`src/ppp_pkg.sv`:
```
// Shared constants and helpers for the point perspective to pixel unit.
package ppp_pkg;

  localparam int COORD_W  = 32;
  localparam int CFG_W    = 64;
  localparam int CFG_IDX_W = 3;
  localparam int VIEW_W   = 13;
  localparam int PIX_W    = 12;
  localparam int MAT_REGS = 6;
  localparam logic [VIEW_W-1:0] VIEW_MAX = 13'd4096;
  localparam logic [VIEW_W-1:0] WIDTH_RST = 13'd1920;
  localparam logic [VIEW_W-1:0] HEIGHT_RST = 13'd1200;

  typedef enum logic [CFG_IDX_W-1:0] {
    CFG_ROW_X_FIRST  = 3'd0,
    CFG_ROW_X_SECOND = 3'd1,
    CFG_ROW_Y_FIRST  = 3'd2,
    CFG_ROW_Y_SECOND = 3'd3,
    CFG_ROW_W_FIRST  = 3'd4,
    CFG_ROW_W_SECOND = 3'd5,
    CFG_WIDTH        = 3'd6,
    CFG_HEIGHT       = 3'd7
  } cfg_idx_t;

  function automatic logic [VIEW_W-1:0] clamp_view(input logic [VIEW_W-1:0] v);
    clamp_view = (v > VIEW_MAX) ? VIEW_MAX : v;
  endfunction

endpackage

```
`src/ppp_div_step.sv`:
```
// One registered step of the restoring scale-and-divide for one axis.
module ppp_div_step import ppp_pkg::*; #(
  parameter int DW = 50
) (
  input  logic              clk,
  input  logic              en,
  input  logic              n_bit,
  input  logic [DW-1:0]     d_in,
  input  logic [DW-1:0]     mag_in,
  input  logic [DW+1:0]     rem_in,
  input  logic [VIEW_W-1:0] quo_in,
  output logic [DW-1:0]     d_r,
  output logic [DW-1:0]     mag_r,
  output logic [DW+1:0]     rem_r,
  output logic [VIEW_W-1:0] quo_r
);

  logic [DW+1:0]     rem_nxt;
  logic [VIEW_W-1:0] quo_nxt;

  always_comb begin
    logic [DW+1:0] d_ext;
    d_ext   = {2'b00, d_in};
    rem_nxt = {rem_in[DW:0], 1'b0};
    quo_nxt = {quo_in[VIEW_W-2:0], 1'b0};
    if (rem_nxt >= d_ext) begin
      rem_nxt = rem_nxt - d_ext;
      quo_nxt = quo_nxt + VIEW_W'(1);
    end
    if (n_bit) begin
      rem_nxt = rem_nxt + {2'b00, mag_in};
      if (rem_nxt >= d_ext) begin
        rem_nxt = rem_nxt - d_ext;
        quo_nxt = quo_nxt + VIEW_W'(1);
      end
    end
  end

  always_ff @(posedge clk) begin
    if (en) begin
      d_r   <= d_in;
      mag_r <= mag_in;
      rem_r <= rem_nxt;
      quo_r <= quo_nxt;
    end
  end

endmodule

```
`config.mk`:
```
export PLATFORM = sky130hd
export DESIGN_NAME = ppp_div_step
export DESIGN_NICKNAME = d
export VERILOG_FILES = /design/src/ppp_pkg.sv /design/src/ppp_div_step.sv
export SDC_FILE = /design/constraint.sdc
export NUM_CORES = 1
export LEC_CHECK = 0
export ABC_AREA = 1
export BUFFER_PORTS_ARGS = -buffer_cell sky130_fd_sc_hd__buf_2
export CORE_ASPECT_RATIO = 0.75
export CORE_MARGIN = 3
export CORE_UTILIZATION = 52
export DETAILED_ROUTE_END_ITERATION = 7
export PLACE_DENSITY = 0.79
export SETUP_SLACK_MARGIN = 0.05
export SKIP_CTS_REPAIR_TIMING = 1
export SYNTH_ARGS = -nofsm -noshare
export SYNTH_HDL_FRONTEND = slang
export SYNTH_SLANG_ARGS = --single-unit
```
`constraint.sdc`:
```
create_clock -name clk -period 6.17 [get_ports clk]
set_input_delay 0.3085 -clock clk [delete_from_list [all_inputs] [get_ports clk]]
set_output_delay 0.3085 -clock clk [all_outputs]
set_load 0.02 [all_outputs]
```
==> metrics.md, run 1 <==
| Metric | Value |
|---|---|
| YS warnings | 0 |
| GP Congestion | 1.11 |
| Worst endpoint type | register input |
| Post-synth EDFFs | 165 |
| Synth Flop Type | edfxtp_1 |
| Post-Syn Area | 17200 um2 |
| Initial antenna violation count | 13 |
| Synth Instances | 2499 |
| Outcome | did not finish |
| Stop stage | global routing (5_1_grt) |
| CTS buffer count | 17 |
| Starting Density | 0.530 |
| I/O pin total | 333 |
| Die height | 164 um |
| Rows | 57 |
| Syn_nets | 2822 |
| Total gr overflow | 4 |
| Num Clock Sinks | 165 |
| Max Buffers Root-to-Sink | 2 |
| Post-detail-place hpwl | 67.7 mm |
| Synth unique cells | 45 |
| Input/output buffers | 330 |
| Root buffer selected by CTS | clkbuf_16 |
| Synth Register Bits | 165 |
| Error msg | [ERROR GRT-0232] Routing congestion too high. Check the congestion heatmap in the GUI. |
| Syn_area_per_cell | 6.89 um2 |
| H-tree levels | 4 |
| Die W | 216 um |
| Largest net degree at the start of global routing | 89 |
| Worst setup endpoint GRT | rem_r[27]$_DFFE_PP_/D |
| Total GRT Usage | 0.700 |
| Sequential share of the synthesized area | 0.288 |
| Post-synth ARST share | 0 |
-- per-layer routing --
metal,GRT usage,GRT overflow
met1,0.713,0
met3,0.574,0
met2,0.880,3
met4,0.602,1
met5,0.221,0
-- cell families after synthesis --
logic type	Yosys count	share of synthesized area
AND/OR/NAND/NOR	1216	0.297
flip-flops	165	0.288
buffers and inverters	372	0.0840
AO/OA/AOI/OAI	459	0.151
XOR/XNOR	132	0.0671
adder cells (fa/ha/maj)	155	0.114
-- cells in the mapped netlist (6+ instances only) --
master | n | area share
o21a_1 | 14 | 0.0061
nand4_1 | 27 | 0.0098
nor2_1 | 244 | 0.053
edfxtp_1 | 165 | 0.29
and2_1 | 6 | 0.0022
nor4_1 | 15 | 0.0054
a21oi_1 | 193 | 0.056
xnor2_1 | 43 | 0.022
inv_1 | 333 | 0.073
o21ai_0 | 135 | 0.039
o211ai_1 | 7 | 0.0031
ha_1 | 152 | 0.11
nor3_1 | 21 | 0.0061
nand2_1 | 681 | 0.15
or2_2 | 8 | 0.0029
nand3_1 | 187 | 0.054
xor2_1 | 89 | 0.045
nor2_2 | 7 | 0.0025
a21o_1 | 34 | 0.015
a21boi_0 | 9 | 0.0039
clkbuf_1 | 19 | 0.0041
a31oi_1 | 25 | 0.0091
o21bai_1 | 29 | 0.013
-- metrics by stage --
step / hold slack [ns] / TNS, ns / worst slack [ns] / instance area, um2 / std cells
after detailed placement: 0.502 / -106.95 / -1.72 / 25100 / 4008
after CTS: 0.0158 / -79.30 / -1.35 / 25700 / 4040
after global placement: 0.501 / -81.59 / -1.37 / 25100 / 4008
after floorplan: 0.407 / 0 / 0.121 / 17200 / 2499
==> run 2: changes to the inputs <==
--- a/config.mk
+++ b/config.mk
@@ -7,12 +7,10 @@
 export LEC_CHECK = 0
 export ABC_AREA = 1
 export BUFFER_PORTS_ARGS = -buffer_cell sky130_fd_sc_hd__buf_2
-export CORE_ASPECT_RATIO = 0.75
 export CORE_MARGIN = 3
-export CORE_UTILIZATION = 52
+export CORE_UTILIZATION = 40
 export DETAILED_ROUTE_END_ITERATION = 7
-export PLACE_DENSITY = 0.79
-export SETUP_SLACK_MARGIN = 0.05
+export PLACE_DENSITY_LB_ADDON = 0.15
 export SKIP_CTS_REPAIR_TIMING = 1
 export SYNTH_ARGS = -nofsm -noshare
 export SYNTH_HDL_FRONTEND = slang
==> constraint.sdc (replaced) <==
create_clock -name clk -period 8 [get_ports clk]
set_input_delay 0.4 -clock clk [delete_from_list [all_inputs] [get_ports clk]]
set_output_delay 0.4 -clock clk [all_outputs]
set_load 0.02 [all_outputs]
==> run 2 against run 1 <==
The run now ends clean. Area after synthesis stayed put. Synthesized cell count stayed put.
==> metrics.md, run 2 <==
| Metric | Value |
|---|---|
| Power per cell area | 297 nW/um2 |
| CTS buffer count | 17 |
| ANT cells | 0 |
| CTS tree | built |
| Top reg by flops | rem_r |
| Leading cell types in the layout, fill and taps excluded | nand2_1 (681), inv_1 (332), buf_2 (329) |
| DRT iter0 DRCs | 1782 |
| Crit-path max FO | 40 |
| Die W | 214 um |
| Synth Register Bits | 165 |
| Most frequent CP cell | nand2_1 |
| Final number of hold-violating endpoints | 0 |
| Sequential share of the synthesized area | 0.288 |
| Input/output buffers | 330 |
| YS warnings | 0 |
| Outcome | complete, no violations |
| Commonest cells in the netlist | nand2_1 (681), inv_1 (333), nor2_1 (244) |
| Slew Limit Fails | 0 |
| Root buffer selected by CTS | clkbuf_16 |
| Synth unique cells | 45 |
| Worst path max stage delay | 0.39 ns |
| RSZ-0062 raised after global routing | false |
| Post-synth EDFFs | 165 |
| Synth Flop Type | edfxtp_1 |
| Rel. slew slack | 0.377 |
| Total GRT Usage | 0.289 |
| Synth area leader | edfxtp_1 |
| CP Launch Type | primary input |
| Crit share post-route | 0.901 |
| Initial antenna violation count | 0 |
| WL/cell | 18.8 um |
| Post-synthesis xor/xnor area fraction | 0.0671 |
| Num Clock Sinks | 165 |
| Post-synthesis mux area share | 0 |
| Worst Setup End Kind | register |
| Post-synth ARST share | 0 |
| Total gr overflow | 0 |
| Top flop regs | rem_r x52, d_r x50, mag_r x50 |
| Largest family of logic cells by synthesized area | simple AND/OR/NAND/NOR gates |
| Rows | 75 |
| Finish-stage setup viols | 0 |
| Max reg flops | 52 |
| Placed Area | 21000 um2 |
| Starting Density | 0.408 |
| Core ar. | 42200 um2 |
| Setup TNS | 0 ns |
| First-pass GRT wire length | 98.6 mm |
| H-tree levels | 4 |
| Most common cell after layout, fill and taps aside | nand2_1 |
| Syn_nets | 2822 |
| Max-cap violation count | 0 |
| Maximum vdd drop | 214 uV |
| Vias in the first global route | 17652 |
| Area share of the largest cell type after synthesis | 0.288 |
| Simple-gate share of the synthesized area | 0.297 |
| Post-detail-place hpwl | 57.7 mm |
| I/O pin total | 333 |
| Die footprint | 45600 um2 |
| Die height | 214 um |
| Max Buffers Root-to-Sink | 2 |
| Share of layout cells above drive strength 1 | 0.200 |
| Final WL | 67.2 mm |
| Worst path slowest cell | nor3_1 |
| Routed Antenna Nets | 0 |
| Area grow syn2layout | 25.1% |
| Total Nets Final | 3347 |
| GP Congestion | 1.03 |
| Crit Path Class | primary input to register |
| Slew @ Worst Pin | 0.935 ns |
| Most instantiated library cell after synthesis | nand2_1 |
| Arrival time worst endpoint | 7.39 ns |
| Post-route cell area | 21600 um2 |
| Pre-antenna DRT Iters | 6 |
| Ranking of synthesized cells by area | edfxtp_1 (29%), nand2_1 (15%), ha_1 (11%) |
| Syn_area_per_cell | 6.89 um2 |
| Post-synthesis adder-cell area fraction | 0.114 |
| DRC viols | 0 |
| Total number of vias | 18917 |
| Largest net degree at the start of global routing | 101 |
| Worst Hold Class | primary input to register |
| Fmax | 139 MHz |
| Synth Area in Compound Gates | 0.151 |
| Required @ worst endpoint | 8.18 ns |
| Post-Syn Area | 17200 um2 |
| Synth Instances | 2499 |
| Fillcell total | 4337 |
| CTS clock-pin slew for the worst setup and hold paths | 0.08 ns |
| Vias per cell | 5.29 |
| Fin crit period | 7.21 ns |
| Static Leak | 10.8 nW |
-- run 2: cell counts after synthesis --
No cell type changed its count.
-- run 2: cells by family after synthesis --
group	after synthesis
AOI/OAI and AO/OA	459
DFF	165
xor gates and xnor gates	132
buffers and inverters	372
adders and majority gates	155
and+or+nand+nor	1216
-- run 2: area by class of cell --
cell class	count	area, um2	area share
clock buffer	18	429	0.0199
sequential	165	4950	0.230
timing repair buffer	541	3280	0.152
tap	539	674	0.0313
inverter	337	1270	0.0588
multi-input combinational	1962	10800	0.502
clock inverter	13	128	0.00592
-- run 2: through the flow --
stage                     hold WS [ns]  utilization  setup slack [ns]  cells  total power [mW]
after floorplan                  0.499            -              1.77   2499              3.82
after global placement           0.591        0.497             0.502   3544              5.49
after detailed placement         0.593        0.497             0.484   3544              5.51
after CTS                       0.0455        0.510              1.01   3575              6.35
after global routing            0.0806        0.510             0.223   3575              6.85
final                           0.0932        0.510             0.791   3575              6.40
-- run 2: power breakdown --
part	internal [mW]	leakage [nW]	switching [mW]
sequential	1.17	1.61	0.0444
combinational	1.66	8.92	2.71
clock	0.430	0.263	0.383
total	3.26	10.8	3.14
-- run 2: final timing paths --
path              startpoint             endpoint  slack, ns  cells after the start
setup / recovery    d_in[47]  rem_r[21]$_DFFE_PP_       0.79                     43
hold / removal      d_in[35]    d_r[35]$_DFFE_PP_       0.09                      1
-- run 2: worst max-delay path, delay by kind of cell --
family / cells / cell delay [ns]
simple gates: 26 / 3.64
buf+inv: 9 / 1.27
fa+ha+maj: 3 / 1.01
compound gates: 4 / 0.85
xor+xnor: 1 / 0.17
-- run 2: per-layer routing --
metal  global-route usage  part of all wire
met1                0.433              0.48
met4               0.0825             0.023
met5                    0                 0
met3               0.0467             0.080
met2                0.429              0.41
(Power assumes the default switching activity.)
==> run 3: changes to the inputs <==
--- a/config.mk
+++ b/config.mk
@@ -10,6 +10,7 @@
 export CORE_MARGIN = 3
 export CORE_UTILIZATION = 40
 export DETAILED_ROUTE_END_ITERATION = 7
+export HOLD_SLACK_MARGIN = 0.12
 export PLACE_DENSITY_LB_ADDON = 0.15
 export SKIP_CTS_REPAIR_TIMING = 1
 export SYNTH_ARGS = -nofsm -noshare
==> run 3 against run 2 <==
Die area unchanged. Sequential cell count unchanged. Largest cell class unchanged. Largest power group unchanged. Clock power up 0.5%. Setup slack worse by 0.21 ns. Sequential power about the same. Global-route usage unchanged. Sequential share of layout area down 0.72 points.
==> metrics.md, run 3 (synthesis results as in run 2) <==
| Metric | Value |
|---|---|
| Post-route insts no fill | 3645 |
| Top reg by flops | rem_r |
| Static Leak | 11.1 nW |
| Final number of hold-violating endpoints | 0 |
| Worst path slowest cell | dlygate4sd3_1 |
| CTS clock-pin slew for the worst setup and hold paths | 0.06 ns |
| Worst Hold Class | primary input to register |
| Largest net degree at the start of global routing | 101 |
| Routed Antenna Nets | 0 |
| Root buffer selected by CTS | clkbuf_16 |
| Die W | 214 um |
| Total Nets Final | 3417 |
| Reg area | 4950 um2 |
| Fin crit period | 7.42 ns |
| Slew @ Worst Pin | 0.947 ns |
| Num Clock Sinks | 165 |
| GRT met2 Usage | 0.429 |
| Leading cell types in the layout, fill and taps excluded | nand2_1 (681), inv_1 (332), buf_2 (329) |
| Crit-path max FO | 60 |
| Worst Setup End Kind | register |
| Top Usage Layer GRT | met1 |
| Fin util | 0.527 |
| Power per cell area | 289 nW/um2 |
| Total gr overflow | 0 |
| DRT iter0 DRCs | 1792 |
| Die footprint | 45600 um2 |
| ANT cells | 0 |
| Share of layout cells above drive strength 1 | 0.195 |
| Met1 Resource Use GR | 0.433 |
| Max-cap violation count | 0 |
| Vias in the first global route | 17652 |
| Max Buffers Root-to-Sink | 2 |
| Total number of vias | 19291 |
| DRC viols | 0 |
| Final WL | 68.2 mm |
| GP Congestion | 1.03 |
| WL/cell | 18.7 um |
| Required @ worst endpoint | 8.18 ns |
| Finish-stage setup viols | 0 |
| Most frequent CP cell | nand2_1 |
| Top flop regs | rem_r x52, d_r x50, mag_r x50 |
| CP Launch Type | primary input |
| Pre-CTS setup slack | 0.484 ns |
| Worst path max stage delay | 0.52 ns |
| Input/output buffers | 330 |
| Rows | 75 |
| Outcome | complete, no violations |
| Fmax | 135 MHz |
| Multi-input gate area | 10800 um2 |
| Crit Path Class | primary input to register |
| Arrival time worst endpoint | 7.60 ns |
| I/O pin total | 333 |
| Cells on Worst Hold Path | 1 |
| Setup TNS | 0 ns |
| Initial antenna violation count | 0 |
| Post-detail-place hpwl | 57.7 mm |
| Fillcell total | 4270 |
| Slew Limit Fails | 0 |
| Most common cell after layout, fill and taps aside | nand2_1 |
| PnR worst setup slack | 0.583 ns |
| First-pass GRT wire length | 98.6 mm |
| Starting Density | 0.408 |
| Area grow syn2layout | 29.2% |
| Cells after DPL | 3544 |
| H-tree levels | 4 |
| CTS buffer count | 17 |
| Total GRT Usage | 0.289 |
| Post-route cell area | 22300 um2 |
| Rel. slew slack | 0.369 |
| Max reg flops | 52 |
| RSZ-0062 raised after global routing | false |
| Hold Path Sink | mag_r[34]$_DFFE_PP_ |
| CTS tree | built |
| Core ar. | 42200 um2 |
| Met3 GRT Util | 0.0467 |
| Placed Area | 21000 um2 |
| Vias per cell | 5.29 |
| Pre-antenna DRT Iters | 6 |
| Hold Crit Start | mag_in[34] |
| Die height | 214 um |
| Crit share post-route | 0.927 |
| Maximum vdd drop | 215 uV |
run 3: cell count changes in the layout (fill, tap and decap cells not counted), sizes merged:
| cell | delta |
|---|---|
| dlygate4sd3 | +70 |
run 3: worst max-delay path by stage:
stage	startpoint	endpoint	cells past startpoint
CTS	d_in[1]	rem_r[10]$_DFFE_PP_	46
global route	d_in[29]	rem_r[10]$_DFFE_PP_	46
floorplan	d_in[17]	rem_r[34]$_DFFE_PP_	44
global placement	d_in[1]	rem_r[10]$_DFFE_PP_	46
finish	d_in[12]	rem_r[21]$_DFFE_PP_	46
detailed placement	d_in[1]	rem_r[10]$_DFFE_PP_	46
run 3: worst max-delay path, delay by kind of cell:
| kind | cells | cell delay (ns) |
|---|---|---|
| compound gates | 3 | 0.40 |
| xor+xnor | 1 | 0.17 |
| fa+ha+maj | 3 | 1.08 |
| buf+inv | 11 | 1.93 |
| simple gates | 28 | 3.55 |
run 3: per-stage QoR:
step	hold WS (ns)	power, mW
4_1_cts	0.0455	6.35
3_3_place_gp	0.591	5.49
3_5_place_dp	0.593	5.51
6_report	0.129	6.44
2_1_floorplan	0.499	3.82
5_1_grt	0.119	6.88
run 3: power by group:
| group | internal, mW | switching [mW] |
|---|---|---|
| Combinational | 1.68 | 2.73 |
| Clock | 0.430 | 0.387 |
| Sequential | 1.17 | 0.0450 |
run 3: routing by layer:
metal  up-vias  part of all wire  wire (um)
li1       9568                 -          -
met1      8878              0.48      32800
met5         -                 0          0
met3        80             0.080       5470
met4         0             0.023       1560
met2       765              0.42      28300
run 3: layout make-up:
type                            instances  share of cell area
Timing Repair Buffer                  611               0.179
Tap cell                              539              0.0303
Sequential cell                       165               0.223
Clock buffer                           18              0.0193
Inverter                              337              0.0569
Clock inverter                         13             0.00573
Multi-Input combinational cell       1962               0.486
